## config.mk

```make
export PLATFORM = sky130hd
export DESIGN_NAME = bounded_fifo_with_keyed_removal
export DESIGN_NICKNAME = d
export VERILOG_FILES = /design/src/sv/bfkr_pkg.sv /design/src/sv/bfkr_ram.sv /design/src/sv/bounded_fifo_with_keyed_removal.sv
export SDC_FILE = /design/constraint.sdc
export NUM_CORES = 1
export LEC_CHECK = 0
export BUFFER_PORTS_ARGS = -buffer_cell sky130_fd_sc_hd__buf_4
export CAP_MARGIN = 20
export CORE_ASPECT_RATIO = 1.5
export CORE_MARGIN = 10
export CORE_UTILIZATION = 50
export CTS_CLUSTER_DIAMETER = 40
export DETAILED_ROUTE_END_ITERATION = 8
export PLACE_DENSITY = 0.63
export SLEW_MARGIN = 5
export SYNTH_ARGS = -nofsm -noshare
export SYNTH_HDL_FRONTEND = slang
export SYNTH_HIERARCHICAL = 1
export SYNTH_SLANG_ARGS = --single-unit
export TNS_END_PERCENT = 20
```

## constraint.sdc

```tcl
create_clock -name clk -period 10.35 [get_ports clk]
set_input_delay 2.5875 -clock clk [delete_from_list [all_inputs] [get_ports clk]]
set_output_delay 2.5875 -clock clk [all_outputs]
set_load 0.02 [all_outputs]
```

## src/sv/bfkr_pkg.sv

```systemverilog
// bfkr_pkg: request/status codes, register indexes and reset constants
// for the keyed-removal tag queue. No dependencies.
package bfkr_pkg;

    typedef enum logic [2:0] {
        REQ_PUSH   = 3'd0,
        REQ_POP    = 3'd1,
        REQ_RM_KEY = 3'd2,
        REQ_RM_POS = 3'd3,
        REQ_EXPAND = 3'd4
    } req_t;

    typedef enum logic [2:0] {
        ST_OK        = 3'd0,
        ST_FULL      = 3'd1,
        ST_EMPTY     = 3'd2,
        ST_NOT_FOUND = 3'd3,
        ST_BAD_POS   = 3'd4,
        ST_NO_EXPAND = 3'd5
    } status_t;

    // configuration register indexes
    localparam int  CFG_IDX_W    = 1;
    localparam logic [CFG_IDX_W-1:0] CFG_INIT_CAP = 1'b0;
    localparam logic [CFG_IDX_W-1:0] CFG_MAX_CAP  = 1'b1;

    // register values after reset
    localparam int RST_INIT_CAP = 64;
    localparam int RST_MAX_CAP  = 64;

endpackage

```

## src/sv/bfkr_ram.sv

```systemverilog
// bfkr_ram: generic simple dual-port RAM, one write and one registered read port.
// No dependencies.
module bfkr_ram #(
    parameter int WIDTH = 16,
    parameter int DEPTH = 64
) (
    input  logic                     clk,
    input  logic                     we,
    input  logic [$clog2(DEPTH)-1:0] waddr,
    input  logic [WIDTH-1:0]         wdata,
    input  logic [$clog2(DEPTH)-1:0] raddr,
    output logic [WIDTH-1:0]         rdata
);

    logic [WIDTH-1:0] mem [DEPTH];

    always_ff @(posedge clk)
    begin
        if (we)
        begin
            mem[waddr] <= wdata;
        end
        rdata <= mem[raddr];
    end

endmodule

```

## src/sv/bounded_fifo_with_keyed_removal.sv

```systemverilog
// bounded_fifo_with_keyed_removal: ordered tag queue with run-time capacity,
// pop, remove by key, remove at position and expand. Uses bfkr_pkg, bfkr_ram.
//
//  channel | direction | handshake          | fields
//  --------+-----------+--------------------+---------------------------------------
//  in      | to block  | in_valid/in_stall  | req_type, tag, position
//  out     | from block| out_valid/out_stall| status, removed_tag, count,
//          |           |                    | capacity_now, is_empty, is_full, can_expand
//  cfg     | to block  | cfg_we             | cfg_addr, cfg_wdata
//
// Entries sit packed in one RAM, oldest at address 0; one word in flight at a time.
// Push, expand and rejected requests pass through S_FIN to the output register.
// Pop / remove at position p: S_TAKE takes entry p, then S_SHIFT moves the younger
// entries down one entry per cycle through the RAM's registered read port and write port.
// Remove by key first compares entries in S_SCAN, oldest first, and shifts from the match.
// No clearing pass after reset; in_stall is high while a word is being worked
// and while a finished result waits for a full output register to drain.
module bounded_fifo_with_keyed_removal
    import bfkr_pkg::*;
#(
    parameter int DEPTH    = 64,
    parameter int TAG_BITS = 16
) (
    input  logic                       clk,
    input  logic                       rst_n,
    // request channel
    input  logic                       in_valid,
    output logic                       in_stall,
    input  logic [2:0]                 req_type,
    input  logic [TAG_BITS-1:0]        tag,
    input  logic [$clog2(DEPTH)-1:0]   position,
    // result channel
    output logic                       out_valid,
    input  logic                       out_stall,
    output logic [2:0]                 status,
    output logic [TAG_BITS-1:0]        removed_tag,
    output logic [$clog2(DEPTH+1)-1:0] count,
    output logic [$clog2(DEPTH+1)-1:0] capacity_now,
    output logic                       is_empty,
    output logic                       is_full,
    output logic                       can_expand,
    // configuration
    input  logic                       cfg_we,
    input  logic [CFG_IDX_W-1:0]       cfg_addr,
    input  logic [$clog2(DEPTH+1)-1:0] cfg_wdata
);

    localparam int AW      = $clog2(DEPTH);
    localparam int CNT_W   = $clog2(DEPTH+1);
    localparam int CAP_RST = (RST_INIT_CAP == 0) ? 1 :
                             ((RST_INIT_CAP > DEPTH) ? DEPTH : RST_INIT_CAP);
    localparam int MAX_RST = (RST_MAX_CAP > DEPTH) ? DEPTH : RST_MAX_CAP;

    typedef enum logic [2:0] {
        S_IDLE,
        S_SCAN,
        S_TAKE,
        S_SHIFT,
        S_FIN
    } state_t;

    state_t                state_reg, state_next;
    logic [CNT_W-1:0]      occ_reg, occ_next;
    logic [CNT_W-1:0]      cap_reg, cap_next;
    logic [CNT_W-1:0]      max_reg, max_next;     // already limited to DEPTH
    logic [CNT_W-1:0]      idx_reg, idx_next;     // address whose data is on ram_rdata
    logic [TAG_BITS-1:0]   key_reg, key_next;
    logic [TAG_BITS-1:0]   rem_reg, rem_next;
    status_t               stat_reg, stat_next;

    logic                  out_valid_reg, out_valid_next;
    logic [2:0]            status_reg, status_next;
    logic [TAG_BITS-1:0]   removed_tag_reg, removed_tag_next;
    logic [CNT_W-1:0]      count_reg, count_next;
    logic [CNT_W-1:0]      capacity_now_reg, capacity_now_next;
    logic                  is_empty_reg, is_empty_next;
    logic                  is_full_reg, is_full_next;
    logic                  can_expand_reg, can_expand_next;

    logic                  ram_we;
    logic [AW-1:0]         ram_waddr;
    logic [TAG_BITS-1:0]   ram_wdata;
    logic [AW-1:0]         ram_raddr;
    logic [TAG_BITS-1:0]   ram_rdata;

    logic [CNT_W-1:0]      idx_inc;
    logic [CNT_W-1:0]      pos_ext;

    function automatic logic [CNT_W-1:0] clamp_cap(input logic [CNT_W-1:0] v);
        logic [CNT_W-1:0] r;
        if (v == '0)
        begin
            r = CNT_W'(1);
        end
        else if (v > CNT_W'(DEPTH))
        begin
            r = CNT_W'(DEPTH);
        end
        else
        begin
            r = v;
        end
        return r;
    endfunction

    bfkr_ram #(
        .WIDTH (TAG_BITS),
        .DEPTH (DEPTH)
    ) u_entries (
        .clk   (clk),
        .we    (ram_we),
        .waddr (ram_waddr),
        .wdata (ram_wdata),
        .raddr (ram_raddr),
        .rdata (ram_rdata)
    );

    assign idx_inc = idx_reg + CNT_W'(1);
    assign pos_ext = CNT_W'(position);

    always_comb
    begin
        state_next        = state_reg;
        occ_next          = occ_reg;
        cap_next          = cap_reg;
        max_next          = max_reg;
        idx_next          = idx_reg;
        key_next          = key_reg;
        rem_next          = rem_reg;
        stat_next         = stat_reg;
        out_valid_next    = out_valid_reg;
        status_next       = status_reg;
        removed_tag_next  = removed_tag_reg;
        count_next        = count_reg;
        capacity_now_next = capacity_now_reg;
        is_empty_next     = is_empty_reg;
        is_full_next      = is_full_reg;
        can_expand_next   = can_expand_reg;

        ram_we    = 1'b0;
        ram_waddr = occ_reg[AW-1:0];
        ram_wdata = tag;
        ram_raddr = '0;

        if (out_valid_reg && !out_stall)
        begin
            out_valid_next = 1'b0;
        end

        unique case (state_reg)
            S_IDLE:
            begin
                if (in_valid)
                begin
                    stat_next  = ST_OK;
                    rem_next   = '0;
                    key_next   = tag;
                    state_next = S_FIN;
                    unique case (req_t'(req_type))
                        REQ_PUSH:
                        begin
                            if (occ_reg >= cap_reg)
                            begin
                                stat_next = ST_FULL;
                            end
                            else
                            begin
                                ram_we   = 1'b1;
                                occ_next = occ_reg + CNT_W'(1);
                            end
                        end
                        REQ_POP:
                        begin
                            if (occ_reg == '0)
                            begin
                                stat_next = ST_EMPTY;
                            end
                            else
                            begin
                                idx_next   = '0;
                                state_next = S_TAKE;
                            end
                        end
                        REQ_RM_KEY:
                        begin
                            if (occ_reg == '0)
                            begin
                                stat_next = ST_NOT_FOUND;
                            end
                            else
                            begin
                                idx_next   = '0;
                                state_next = S_SCAN;
                            end
                        end
                        REQ_RM_POS:
                        begin
                            if (occ_reg == '0)
                            begin
                                stat_next = ST_EMPTY;
                            end
                            else if (pos_ext >= occ_reg)
                            begin
                                stat_next = ST_BAD_POS;
                            end
                            else
                            begin
                                ram_raddr  = position;
                                idx_next   = pos_ext;
                                state_next = S_TAKE;
                            end
                        end
                        REQ_EXPAND:
                        begin
                            if (cap_reg < max_reg)
                            begin
                                cap_next = cap_reg + CNT_W'(1);
                            end
                            else
                            begin
                                stat_next = ST_NO_EXPAND;
                            end
                        end
                        default:
                        begin
                        end
                    endcase
                end
            end

            S_SCAN:
            begin
                if (ram_rdata == key_reg)
                begin
                    rem_next = ram_rdata;
                    if (idx_inc < occ_reg)
                    begin
                        ram_raddr  = idx_inc[AW-1:0];
                        idx_next   = idx_inc;
                        state_next = S_SHIFT;
                    end
                    else
                    begin
                        occ_next   = occ_reg - CNT_W'(1);
                        state_next = S_FIN;
                    end
                end
                else if (idx_inc < occ_reg)
                begin
                    ram_raddr = idx_inc[AW-1:0];
                    idx_next  = idx_inc;
                end
                else
                begin
                    stat_next  = ST_NOT_FOUND;
                    state_next = S_FIN;
                end
            end

            S_TAKE, S_SHIFT:
            begin
                if (state_reg == S_TAKE)
                begin
                    rem_next = ram_rdata;
                end
                else
                begin
                    // move the younger neighbor down one slot
                    ram_we    = 1'b1;
                    ram_waddr = idx_reg[AW-1:0] - AW'(1);
                    ram_wdata = ram_rdata;
                end
                if (idx_inc < occ_reg)
                begin
                    ram_raddr  = idx_inc[AW-1:0];
                    idx_next   = idx_inc;
                    state_next = S_SHIFT;
                end
                else
                begin
                    occ_next   = occ_reg - CNT_W'(1);
                    state_next = S_FIN;
                end
            end

            S_FIN:
            begin
                if (!out_valid_reg || !out_stall)
                begin
                    out_valid_next    = 1'b1;
                    status_next       = stat_reg;
                    removed_tag_next  = rem_reg;
                    count_next        = occ_reg;
                    capacity_now_next = cap_reg;
                    is_empty_next     = (occ_reg == '0);
                    is_full_next      = (occ_reg >= cap_reg);
                    can_expand_next   = (cap_reg < max_reg);
                    state_next        = S_IDLE;
                end
            end

            default:
            begin
                state_next = S_IDLE;
            end
        endcase

        if (cfg_we)
        begin
            if (cfg_addr == CFG_INIT_CAP)
            begin
                cap_next = clamp_cap(cfg_wdata);
            end
            else if (cfg_addr == CFG_MAX_CAP)
            begin
                max_next = (cfg_wdata > CNT_W'(DEPTH)) ? CNT_W'(DEPTH) : cfg_wdata;
            end
        end
    end

    always_ff @(posedge clk or negedge rst_n)
    begin
        if (!rst_n)
        begin
            state_reg        <= S_IDLE;
            occ_reg          <= '0;
            cap_reg          <= CNT_W'(CAP_RST);
            max_reg          <= CNT_W'(MAX_RST);
            idx_reg          <= '0;
            key_reg          <= '0;
            rem_reg          <= '0;
            stat_reg         <= ST_OK;
            out_valid_reg    <= 1'b0;
            status_reg       <= '0;
            removed_tag_reg  <= '0;
            count_reg        <= '0;
            capacity_now_reg <= '0;
            is_empty_reg     <= 1'b0;
            is_full_reg      <= 1'b0;
            can_expand_reg   <= 1'b0;
        end
        else
        begin
            state_reg        <= state_next;
            occ_reg          <= occ_next;
            cap_reg          <= cap_next;
            max_reg          <= max_next;
            idx_reg          <= idx_next;
            key_reg          <= key_next;
            rem_reg          <= rem_next;
            stat_reg         <= stat_next;
            out_valid_reg    <= out_valid_next;
            status_reg       <= status_next;
            removed_tag_reg  <= removed_tag_next;
            count_reg        <= count_next;
            capacity_now_reg <= capacity_now_next;
            is_empty_reg     <= is_empty_next;
            is_full_reg      <= is_full_next;
            can_expand_reg   <= can_expand_next;
        end
    end

    assign in_stall     = (state_reg != S_IDLE);
    assign out_valid    = out_valid_reg;
    assign status       = status_reg;
    assign removed_tag  = removed_tag_reg;
    assign count        = count_reg;
    assign capacity_now = capacity_now_reg;
    assign is_empty     = is_empty_reg;
    assign is_full      = is_full_reg;
    assign can_expand   = can_expand_reg;

    // occupancy never exceeds the RAM
    a_occ_bound: assert property (@(posedge clk) disable iff (!rst_n)
        occ_reg <= CNT_W'(DEPTH))
        else $error("occupancy above depth");

    // live capacity stays within 1..DEPTH
    a_cap_bound: assert property (@(posedge clk) disable iff (!rst_n)
        (cap_reg != '0) && (cap_reg <= CNT_W'(DEPTH)))
        else $error("capacity out of range");

    // while the shift keeps reading ahead, it never reads the slot it writes
    a_shift_no_overlap: assert property (@(posedge clk) disable iff (!rst_n)
        (ram_we && (state_reg == S_SHIFT) && (idx_inc < occ_reg))
        |-> (ram_waddr != ram_raddr))
        else $error("shift read/write collision");

    // walking states only run on a non-empty queue
    a_walk_nonempty: assert property (@(posedge clk) disable iff (!rst_n)
        ((state_reg == S_SCAN) || (state_reg == S_TAKE) || (state_reg == S_SHIFT))
        |-> (occ_reg != '0))
        else $error("walk on empty queue");

    // occupancy moves by at most one per step
    a_occ_step: assert property (@(posedge clk) disable iff (!rst_n)
        (occ_reg != $past(occ_reg)) |->
        ((occ_reg == $past(occ_reg) + CNT_W'(1)) || (occ_reg + CNT_W'(1) == $past(occ_reg))))
        else $error("occupancy jumped");

endmodule
```

==> results.txt <==
Net switching is 33.3% of the power. The depth of the worst register-to-register path came out at 16. The clock share of power came out at 28.8%. The run finished with clean final reports. Across the run, the number of max-cap violations was 0. The final number of max-transition violations came out at 0. The count of nets left with antenna violations once routing finished came out at 0. The chip width is 267 um.

The power density of the placed cells came out at 287 nW/um^2. The worst setup path is of the in -> reg kind. The clock root buffer is sky130_fd_sc_hd__clkbuf_16. The path class of the tightest hold or removal check is reg -> reg. Counting flops with a built-in enable in the synthesized netlist gives 1,024. The detailed-router iteration count before antenna repair is 7. The clock sink count came out at 1,143.

The commonest non-fill, non-tap cell in the layout is sky130_fd_sc_hd__edfxtp_1. The post-route DRC violation count is 0. The largest net degree at the start of global routing came out at 84. The insertion delay of the later-clocked pin in the worst-skew pair came out at 0.73 ns. The largest buffer count on any clock path is 3.

The boundary pin count is 76. The final critical-path required period came out at 7.46 ns. Once layout is done, the placed cells without fillers occupy 51,900 um^2. In this run the worst setup path begins at position[0]. Among the stages of the critical path, the cell type that occurs most often is sky130_fd_sc_hd__buf_4. The largest incremental delay on the critical path came out at 1.00 ns.

The half-perimeter wire length after placement is 74.7 mm. The sequential group share of total power is 37.8%. The number of rows in the core area is 135. The internal reg-to-reg setup slack came out at 3.44 ns. Along the worst path, the maximum fanout reaches 69. u_entries/mem holds more flip-flops than any other register. The layout cell share with drive strength beyond 1 came out at 25.9%. After detailed routing, the average wire length per cell comes to 30.4 um. In this run, distinct cell masters in the synthesized netlist total 74.

Data arrives at the worst endpoint at 8.00 ns. For this run, asynchronously set or reset flops after synthesis account for 9.01%. The post-CTS setup buffer count came out at 0. The first routing iteration left 2,247 violations. The most used flip-flop cell after synthesis is sky130_fd_sc_hd__edfxtp_1. The total global routing overflow came out at 0. The depth of the CTS H-tree is 3.

The growth of design area from synthesis to finish is 13.6%. The post-route setup TNS is 0 ns. The full die area is 104,000 um^2.

The internal power of the cells totals 9.93 mW. In this run, CTS created clock tree buffers numbering 114. On the final layout, the worst hold slack is 0.480 ns. The clock arrives with 0.0281 ns of skew. The initial core utilization came out at 50.5%. In this run the most critical hold path is launched from max_reg[0]$_DFFE_PN0P_. The clock-pin slew of the registers on the worst-case setup and hold paths is 0.06 ns.

In this run the mean area of a mapped cell was 19.1 um^2. Power comes to 14.9 mW. The actual transition at the worst max-transition pin came out at 1.35 ns.

The instance count of the mapped netlist came out at 2,390. The register with the most flip-flops in the layout has 1,024 of them. The relative slew slack came out at 9.93%.

The final hold violation count is 0. The global-route wire length before repair is 171 mm. The worst supply voltage drop on vdd is 196 uV.

Using the TritonRoute via totals, the vias-per-cell ratio works out to 6.18. The net count of the finished layout came out at 2,646. The worst path required time is 10.89 ns. Global routing consumed, over all layers together, 22.6% of the routing resources. The leakage power of the design is 17.0 nW. Setup repair after global routing left no endpoint under its margin. Setup violations remaining at the end of the flow were counted as 0. Once the clock tree was built, the resizer swapped 0 gates to a different size.

The total via count in the routed design is 23,700. The share of synthesized area occupied by flip-flops and latches is 73.6%. The cell area after synthesis is 45,700 um^2. The net switching power is 4.96 mW.

The TritonCTS clock tree is done. The achievable frequency came out at 134 MHz. The worst setup path is captured at a flip-flop. Measured on the finished design, the core utilization comes to 57.4%. The synthesis warning total came out at 6. Among all stages on the critical path, the largest delay is contributed by sky130_fd_sc_hd__a221oi_1. The standard cell core area is 90,500 um^2.

The total length of routed wires came out at 117 mm. The congestion estimate from routability-driven global placement came to 0.907. The initial antenna violation count is 3.

The via count of the first global-routing pass came out at 24,600. The number of buffers inserted by port buffering came out at 75. The startpoint identified for the worst register-to-register timing path is idx_reg[0]$_DFFE_PN0P_. Combinational logic is responsible for 33.5% of the overall power. The worst setup path is launched from an input pin. From bottom edge to top edge, the die measures 390 um. Dividing the final minimum period by the clock period gives 72.1%. The top cell types in the final layout, fill and taps aside, are sky130_fd_sc_hd__edfxtp_1, sky130_fd_sc_hd__mux4_2, sky130_fd_sc_hd__buf_4. The placed instance area is 48,000 um^2.

The signal on the critical path passes through buf_4 > inv_1 > ha_1 > nand2b_1 > a211oi_1 > o32ai_1 > nor4_1 > nand2_1 > o21ai_4 > buf_12 > buf_4 > mux4_2 > mux2_2 > a221oi_1 > a311oi_1. The hold buffer count at cts is 0. The worst hold path passes through 2 cells. The register bit total from synthesis came out at 1,143.

The total nets after synthesis came out at 2,462.
==> cells by family (layout without fill, tap and decap cells) <==
kind of cell	count (synthesis)	after routing	synth area share (%)
buf+inv	167	449	2.03
other cells	0	2	0
mux	384	384	14.7
compound gates	267	267	4.12
fa+ha+maj	34	34	0.947
flops	1143	1143	73.6
simple gates	363	363	3.95
xor+xnor	32	32	0.613
==> Yosys cell counts, types with 14 or more instances <==
cell type / number / area, um^2
sky130_fd_sc_hd__edfxtp_1: 1024 / 30700
sky130_fd_sc_hd__mux4_2: 221 / 4980
sky130_fd_sc_hd__nand2_1: 109 / 409
sky130_fd_sc_hd__dfrtp_1: 101 / 2530
sky130_fd_sc_hd__mux2i_1: 97 / 971
sky130_fd_sc_hd__nor2_1: 94 / 353
sky130_fd_sc_hd__clkbuf_1: 66 / 248
sky130_fd_sc_hd__mux2_2: 62 / 698
sky130_fd_sc_hd__a22oi_1: 61 / 458
sky130_fd_sc_hd__o21ai_0: 40 / 200
sky130_fd_sc_hd__inv_1: 37 / 139
sky130_fd_sc_hd__nand3_1: 35 / 175
sky130_fd_sc_hd__ha_1: 33 / 413
sky130_fd_sc_hd__nor2b_1: 32 / 200
sky130_fd_sc_hd__xnor2_1: 28 / 245
sky130_fd_sc_hd__a21oi_1: 25 / 125
sky130_fd_sc_hd__buf_2: 23 / 115
sky130_fd_sc_hd__a221oi_1: 21 / 184
sky130_fd_sc_hd__o21ai_1: 20 / 100
sky130_fd_sc_hd__buf_4: 17 / 128
sky130_fd_sc_hd__dfxtp_1: 16 / 320
sky130_fd_sc_hd__a211oi_1: 14 / 105
sky130_fd_sc_hd__nand4_1: 14 / 87.6
==> routing by layer <==
metal / track usage, % / vias to the layer above / share of wire (%)
met2: 40.3 / 886 / 53
met1: 26.8 / 12500 / 36
met5: 0 / - / 0.012
met4: 10.1 / 2 / 4.7
met3: 3.39 / 200 / 6.3
li1: - / 10100 / -
==> power groups by stage <==
| stage | combinational (mW) | sequential [mW] | clock, mW |
|---|---|---|---|
| 5_1_grt | 5.32 | 5.64 | 4.53 |
| 3_5_place_dp | 5.02 | 5.71 | 0 |
| 2_1_floorplan | 3.52 | 5.65 | 0 |
| 6_report | 4.98 | 5.62 | 4.28 |
| 3_3_place_gp | 4.94 | 5.71 | 0 |
| 4_1_cts | 5.04 | 5.62 | 4.35 |
==> stage by stage <==
stage | setup slack (ns) | instances
after detailed placement | 2.16 | 3621
final | 2.89 | 3838
after global placement | 1.73 | 3617
after CTS | 2.93 | 3835
after global routing | 2.60 | 3836
after floorplan | 4.42 | 2390
==> critical path: cells and delay by family <==
kind / cells / cell delay, ns
AO/OA/AOI/OAI: 5 / 1.76
AND/OR/NAND/NOR: 3 / 1.29
buffers and inverters: 4 / 1.10
multiplexers: 2 / 0.84
adder cells (fa/ha/maj): 1 / 0.28
==> layout make-up <==
cell class	instances	area, um^2
Sequential cell	1143	33600
Tap cell	1164	1460
Inverter	38	143
Fill cell	6717	38600
Clock buffer	135	3010
Clock inverter	79	942
Timing Repair Buffer	197	1540
Antenna cell	2	5.00
Multi-Input combinational cell	1080	11200
==> final timing paths <==
path / end
worst max-delay path: u_entries/rdata[2]$_DFF_P_
worst min-delay path: max_reg[0]$_DFFE_PN0P_
worst max register to register: u_entries/rdata[2]$_DFF_P_
worst min register to register: max_reg[0]$_DFFE_PN0P_
max in group asynchronous: key_reg[1]$_DFFE_PN0P_
min in group asynchronous: count[3]$_DFFE_PN0P_
No activity file was read; power rests on OpenSTA's default activity.
